`config.mk`:
```
export PLATFORM = sky130hd
export DESIGN_NAME = d2q9_delay
export DESIGN_NICKNAME = d
export VERILOG_FILES = /design/src/rtl/d2q9_delay.sv
export SDC_FILE = /design/constraint.sdc
export NUM_CORES = 1
export LEC_CHECK = 0
export ABC_AREA = 1
export BUFFER_PORTS_ARGS = -buffer_cell sky130_fd_sc_hd__buf_2
export CAP_MARGIN = 10
export CORE_ASPECT_RATIO = 0.6
export CORE_MARGIN = 4
export CORE_UTILIZATION = 42
export CTS_CLUSTER_SIZE = 10
export DETAILED_ROUTE_END_ITERATION = 10
export PLACE_DENSITY = 0.8
export SYNTH_ARGS = -nofsm -noshare
export SYNTH_HDL_FRONTEND = slang
export SYNTH_SLANG_ARGS = --single-unit
```
`constraint.sdc`:
```
create_clock -name i_clk -period 0.8 [get_ports i_clk]
set_input_delay 0.16 -clock i_clk [delete_from_list [all_inputs] [get_ports i_clk]]
set_output_delay 0.16 -clock i_clk [all_outputs]
set_load 0.1 [all_outputs]
```
`src/rtl/d2q9_delay.sv`:
```
`timescale 1ns / 1ps
// Enabled shift-register delay line for payload alignment.
module d2q9_delay #(
    parameter int WIDTH = 32,
    parameter int DEPTH = 1
) (
    input  logic             i_clk,
    input  logic             i_en,
    input  logic [WIDTH-1:0] i_d,
    output logic [WIDTH-1:0] o_q
);

    logic [WIDTH-1:0] r_sr [0:DEPTH-1];

    always_ff @(posedge i_clk) begin
        if (i_en) begin
            r_sr[0] <= i_d;
            for (int k = 1; k < DEPTH; k++) begin
                r_sr[k] <= r_sr[k-1];
            end
        end
    end

    assign o_q = r_sr[DEPTH-1];

endmodule

```
==> impl_metrics.env, run 1 <==
export IMPL_status="complete, but fails checks"
export IMPL_violations="setup timing"
export IMPL_path_buf_inv=1
export IMPL_cp_end_kind="primary output"
export IMPL_initial_utilization_pct=44.42
export IMPL_holdCritPathClass="input pin to flop"
export IMPL_drc=0
export IMPL_multi_input_area_sq_um=0
export IMPL_synth_avg_cell_area_sq_um=30.03
export IMPL_cts_tree="yes"
export IMPL_tightest_slew_ns=0.1568
export IMPL_clock_path_buffers=2
export IMPL_syn_to_final_growth_pct=100.0
export IMPL_clock_sinks=32
export IMPL_cts_resized=0
export IMPL_synth_mux_area_share_pct=0
export IMPL_synth_cells=32
export IMPL_crit_cells=1
export IMPL_postLayoutSetupSlackWorst_ns=-0.2829
export IMPL_synth_compound_area_share_pct=0
export IMPL_cts_hold_buf=0
export IMPL_p_per_area_nw_per_um2=2554
export IMPL_peakVddDrop_mv=1.893
export IMPL_finalNetCount=140
export IMPL_grt_max_degree=18
export IMPL_yosysTopAreaCell="edfxtp_1"
export IMPL_layout_min_cycle_time_ns=1.083
export IMPL_fillers=62
export IMPL_yosysSeqAreaShare_pct=100.0
export IMPL_num_vias=656
export IMPL_rows=13
export IMPL_synth_adder_area_share_pct=0
export IMPL_seqCellArea_sq_um=960.9
export IMPL_synth_simple_area_share_pct=0
export IMPL_finalPower_mw=4.909
export IMPL_top_register="r_sr"
export IMPL_netlist_area_leader_share_pct=100.0
export IMPL_die_w_microns=69.75
export IMPL_wirelength_mm=3.307
export IMPL_hold_violations=0
export IMPL_drtIter0Drc=40
export IMPL_cpPeakStageDelay_ns=0.44
export IMPL_worstHoldPathCells=1
export IMPL_core_sq_um=2163
export IMPL_cts_htree_levels=2
export IMPL_critPathSlowestCell="edfxtp_1"
export IMPL_clock_root_buffer="clkbuf_8"
export IMPL_largestRegisters="r_sr: 32 flops"
export IMPL_min_to="r_sr[0][23]"
export IMPL_timing_hold_ws_ns=0.04956
export IMPL_rsz0062_at_grt="yes"
export IMPL_n_antenna_cell=0
export IMPL_max_freq_mhz=923.5
export IMPL_crit_arrival_ns=0.92
export IMPL_synth_cell_area_sq_um=960.9
export IMPL_grt_pass1_wl_mm=4.657
export IMPL_max_cap_viol_count=0
export IMPL_power_leakage_nw=0.8035
export IMPL_min_period_over_period_pct=135.4
export IMPL_die_area_sq_um=3142
export IMPL_fin_util_pct=88.84
export IMPL_synth_fp_nets=66
export IMPL_largest_reg_flops=32
export IMPL_critPathLaunchType="flop"
export IMPL_maxSlewViolCount=0
export IMPL_first_pass_iters=4
export IMPL_worstPathRequired_ns=0.64
export IMPL_ys_ff_latch=32
export IMPL_final_cell_mix="buf_12, buf_2, edfxtp_1"
export IMPL_grt_usage_pct=22.89
export IMPL_die_h_microns=45.05
export IMPL_synth_xor_area_share_pct=0
export IMPL_setup_viol_count_final=32
export IMPL_multi_input_gates=0
export IMPL_critPathMaxFanout=1
export IMPL_grt_pass1_vias=753
export IMPL_criticalPathCategory="flop to primary output"
export IMPL_synth_area_leaders="edfxtp_1"
export IMPL_io_pins=66
export IMPL_vias_per_cell=4.824
export IMPL_hold_path_startpoint="i_d[23]"
export IMPL_ys_types=1
export IMPL_relSlewSlack_pct=89.57
export IMPL_cts_setup_buffers=0
export IMPL_cts_made_buffers=5
export IMPL_crit_family="flip-flops"
export IMPL_routedWlPerCell_microns=24.32
export IMPL_place_congestion=0.6720
export IMPL_clk_pin_slew_ns=0.07
export IMPL_globalRouteOverflowTotal=0
export IMPL_ant_nets=0
export IMPL_antenna_found_initial=0
export IMPL_port_buffers=65
export IMPL_drive_above_1_share_pct=68.87
export IMPL_ys_warn_count=0
export IMPL_final_common_cell="buf_12"
export IMPL_crit_chain="buf_12"
[layer usage]
metal / global-route usage [%] / part of all wire (%) / vias up
met5: 0 / 0 / -
met4: 12.98 / 3.8 / 0
met3: 9.111 / 6.0 / 12
met2: 43.18 / 57 / 29
met1: 22.19 / 34 / 340
li1: - / - / 275
[cells in the mapped netlist]
library cell  count
edfxtp_1         32
[worst max path at each step]
stage / end / slack [ns] / from
6_report: o_q[10] / -0.28 / r_sr[0][10]
5_1_grt: o_q[24] / -0.31 / r_sr[0][24]
4_1_cts: o_q[10] / -0.30 / r_sr[0][10]
3_5_place_dp: o_q[4] / 0.03 / r_sr[0][4]
3_3_place_gp: r_sr[0][0] / 0.05 / i_en
2_1_floorplan: o_q[0] / -0.26 / r_sr[0][0]
[power by group]
| part | switching (mW) | total (mW) | internal [mW] | leakage [nW] |
|---|---|---|---|---|
| Clock | 0.581 | 1.17 | 0.591 | 0.0410 |
| Combinational | 1.07 | 1.62 | 0.548 | 0.449 |
| Sequential | 0.117 | 2.12 | 2.00 | 0.313 |
| Total | 1.77 | 4.91 | 3.14 | 0.804 |
[per-stage QoR]
| stage | setup slack (ns) | std cells | TNS (ns) | area (sq um) |
|---|---|---|---|---|
| after floorplan | -0.2640 | 32 | -8.449 | 960.9 |
| after global placement | 0.04643 | 129 | 0 | 1844 |
| after detailed placement | 0.02556 | 129 | 0 | 1844 |
| after CTS | -0.2964 | 136 | -8.472 | 1922 |
| after global routing | -0.3052 | 136 | -9.009 | 1922 |
| final | -0.2829 | 136 | -8.204 | 1922 |
[final cells by class]
cell class | count | share of cell area (%)
timing repair buffer | 67 | 44.01
tap | 30 | 1.953
sequential | 32 | 50.00
clock inverter | 1 | 0.2604
clock buffer | 6 | 3.776
[kinds of logic (layout without fill, tap and decap cells)]
group | Yosys count | in the layout
flip-flops | 32 | 32
buffers and inverters | 0 | 74
Note: power is estimated with default switching activity, not from simulation.
==> run 2: changes to the inputs <==
==> config.mk (replaced) <==
export PLATFORM = sky130hd
export DESIGN_NAME = d2q9_delay
export DESIGN_NICKNAME = d
export VERILOG_FILES = /design/src/rtl/d2q9_delay.sv
export SDC_FILE = /design/constraint.sdc
export NUM_CORES = 1
export LEC_CHECK = 0
export BUFFER_PORTS_ARGS = -buffer_cell sky130_fd_sc_hd__buf_2
export CAP_MARGIN = 10
export CORE_ASPECT_RATIO = 0.6
export CORE_MARGIN = 4
export CORE_UTILIZATION = 30
export CTS_CLUSTER_DIAMETER = 100
export CTS_CLUSTER_SIZE = 10
export DETAILED_ROUTE_END_ITERATION = 10
export PLACE_DENSITY = 0.6
export SYNTH_ARGS = -nofsm -noshare
export SYNTH_HDL_FRONTEND = slang
export SYNTH_SLANG_ARGS = --single-unit
==> run 2 against run 1 <==
Net effect: the flow still finishes with violations (setup timing); combinational power is essentially flat; clock power decreased by 5%; via count is 8.4% lower; critical path depth did not move; core utilization decreased by 23 points; setup slack improved by 0.035 ns; sequential share of layout area shrank 0.45 points; routed wire length fell by 36%; non-clock buffer count is the same; hold slack better by 0.0095 ns; largest cell class unchanged; highest routed layer unchanged.
==> impl_metrics.env, run 2 (synthesis results as in run 1) <==
export IMPL_status="complete, but fails checks"
export IMPL_violations="setup timing"
export IMPL_globalRouteOverflowTotal=0
export IMPL_power_leakage_nw=0.8024
export IMPL_stdcell_count=149
export IMPL_cpPeakStageDelay_ns=0.42
export IMPL_dp_hpwl_mm=1.759
export IMPL_grt_pass1_wl_mm=3.187
export IMPL_clock_path_buffers=2
export IMPL_max_cap_viol_count=0
export IMPL_drtIter0Drc=9
export IMPL_maxSlewViolCount=0
export IMPL_peakVddDrop_mv=1.721
export IMPL_grt_util_met2_pct=17.98
export IMPL_finalPower_mw=4.813
export IMPL_wirelength_mm=2.128
export IMPL_critPathSlowestCell="edfxtp_1"
export IMPL_multi_input_gates=0
export IMPL_fin_util_pct=65.40
export IMPL_initial_utilization_pct=32.41
export IMPL_dp_cells=141
export IMPL_syn_to_final_growth_pct=101.8
export IMPL_fin_tns_setup_ns=-7.533
export IMPL_worstPathRequired_ns=0.64
export IMPL_grt_pass1_vias=642
export IMPL_port_buffers=65
export IMPL_grt_busiest_layer="met2"
export IMPL_rsz0062_at_grt="yes"
export IMPL_first_pass_iters=4
export IMPL_clk_pin_slew_ns=0.06
export IMPL_routedWlPerCell_microns=14.28
export IMPL_io_pins=66
export IMPL_clock_root_buffer="clkbuf_8"
export IMPL_path_buf_inv=1
export IMPL_cp_end_kind="primary output"
export IMPL_num_vias=601
export IMPL_postLayoutSetupSlackWorst_ns=-0.2477
export IMPL_max_freq_mhz=954.5
export IMPL_placed_cell_area_sq_um=1859
export IMPL_critPathLaunchType="flop"
export IMPL_crit_family="flip-flops"
export IMPL_multi_input_area_sq_um=0
export IMPL_vias_per_cell=4.034
export IMPL_clock_sinks=32
export IMPL_drive_above_1_share_pct=67.29
export IMPL_setup_viol_count_final=32
export IMPL_critPathMaxFanout=1
export IMPL_largest_reg_flops=32
export IMPL_n_antenna_cell=0
export IMPL_drc=0
export IMPL_ant_nets=0
export IMPL_grtUsageMet1_pct=12.39
export IMPL_core_sq_um=2965
export IMPL_cts_htree_levels=2
export IMPL_cts_setup_buffers=0
export IMPL_tightest_slew_ns=0.1267
export IMPL_min_period_over_period_pct=131.0
export IMPL_layout_min_cycle_time_ns=1.048
export IMPL_criticalPathCategory="flop to primary output"
export IMPL_final_area_sq_um=1939
export IMPL_crit_arrival_ns=0.89
export IMPL_timing_hold_ws_ns=0.05907
export IMPL_grt_max_degree=20
export IMPL_final_common_cell="buf_12"
export IMPL_antenna_found_initial=0
export IMPL_post_place_ws_ns=0.01854
export IMPL_p_per_area_nw_per_um2=2482
export IMPL_place_congestion=0.6440
export IMPL_relSlewSlack_pct=91.57
export IMPL_holdCritPathClass="input pin to flop"
export IMPL_grt_usage_pct=11.20
export IMPL_cts_resized=0
export IMPL_cts_tree="yes"
export IMPL_rows=15
export IMPL_largestRegisters="r_sr: 32 flops"
export IMPL_die_area_sq_um=4202
export IMPL_top_register="r_sr"
export IMPL_die_w_microns=81.07
export IMPL_finalNetCount=140
export IMPL_hold_violations=0
export IMPL_cts_made_buffers=5
export IMPL_use_met3_pct=4.325
export IMPL_cts_hold_buf=0
export IMPL_final_cell_mix="buf_12, buf_2, edfxtp_1"
export IMPL_crit_chain="buf_12"
export IMPL_die_h_microns=51.84
run 2: power breakdown:
group          total [mW]  internal [mW]  switching, mW
clock                1.11          0.603          0.507
sequential           2.11           2.00          0.104
combinational        1.60          0.548           1.05
total                4.81           3.15           1.66
run 2: metal layers:
layer	share of wire, %	vias up
met5	0	-
met4	3.0	0
met2	55	25
met3	6.3	6
li1	-	275
met1	35	295
run 2: final cells by class:
type / instances / area, sq um
Tap cell: 42 / 52.55
Timing Repair Buffer: 67 / 845.8
Clock inverter: 1 / 3.754
Clock buffer: 7 / 76.32
Fill cell: 227 / 1026
Sequential cell: 32 / 960.9
run 2: path summary, 6_finish.rpt:
check / startpoint / endpoint / slack, ns / cells after the start
worst min-delay path: i_d[21] / r_sr[0][21] / 0.06 / 1
worst max-delay path: r_sr[0][4] / o_q[4] / -0.25 / 1
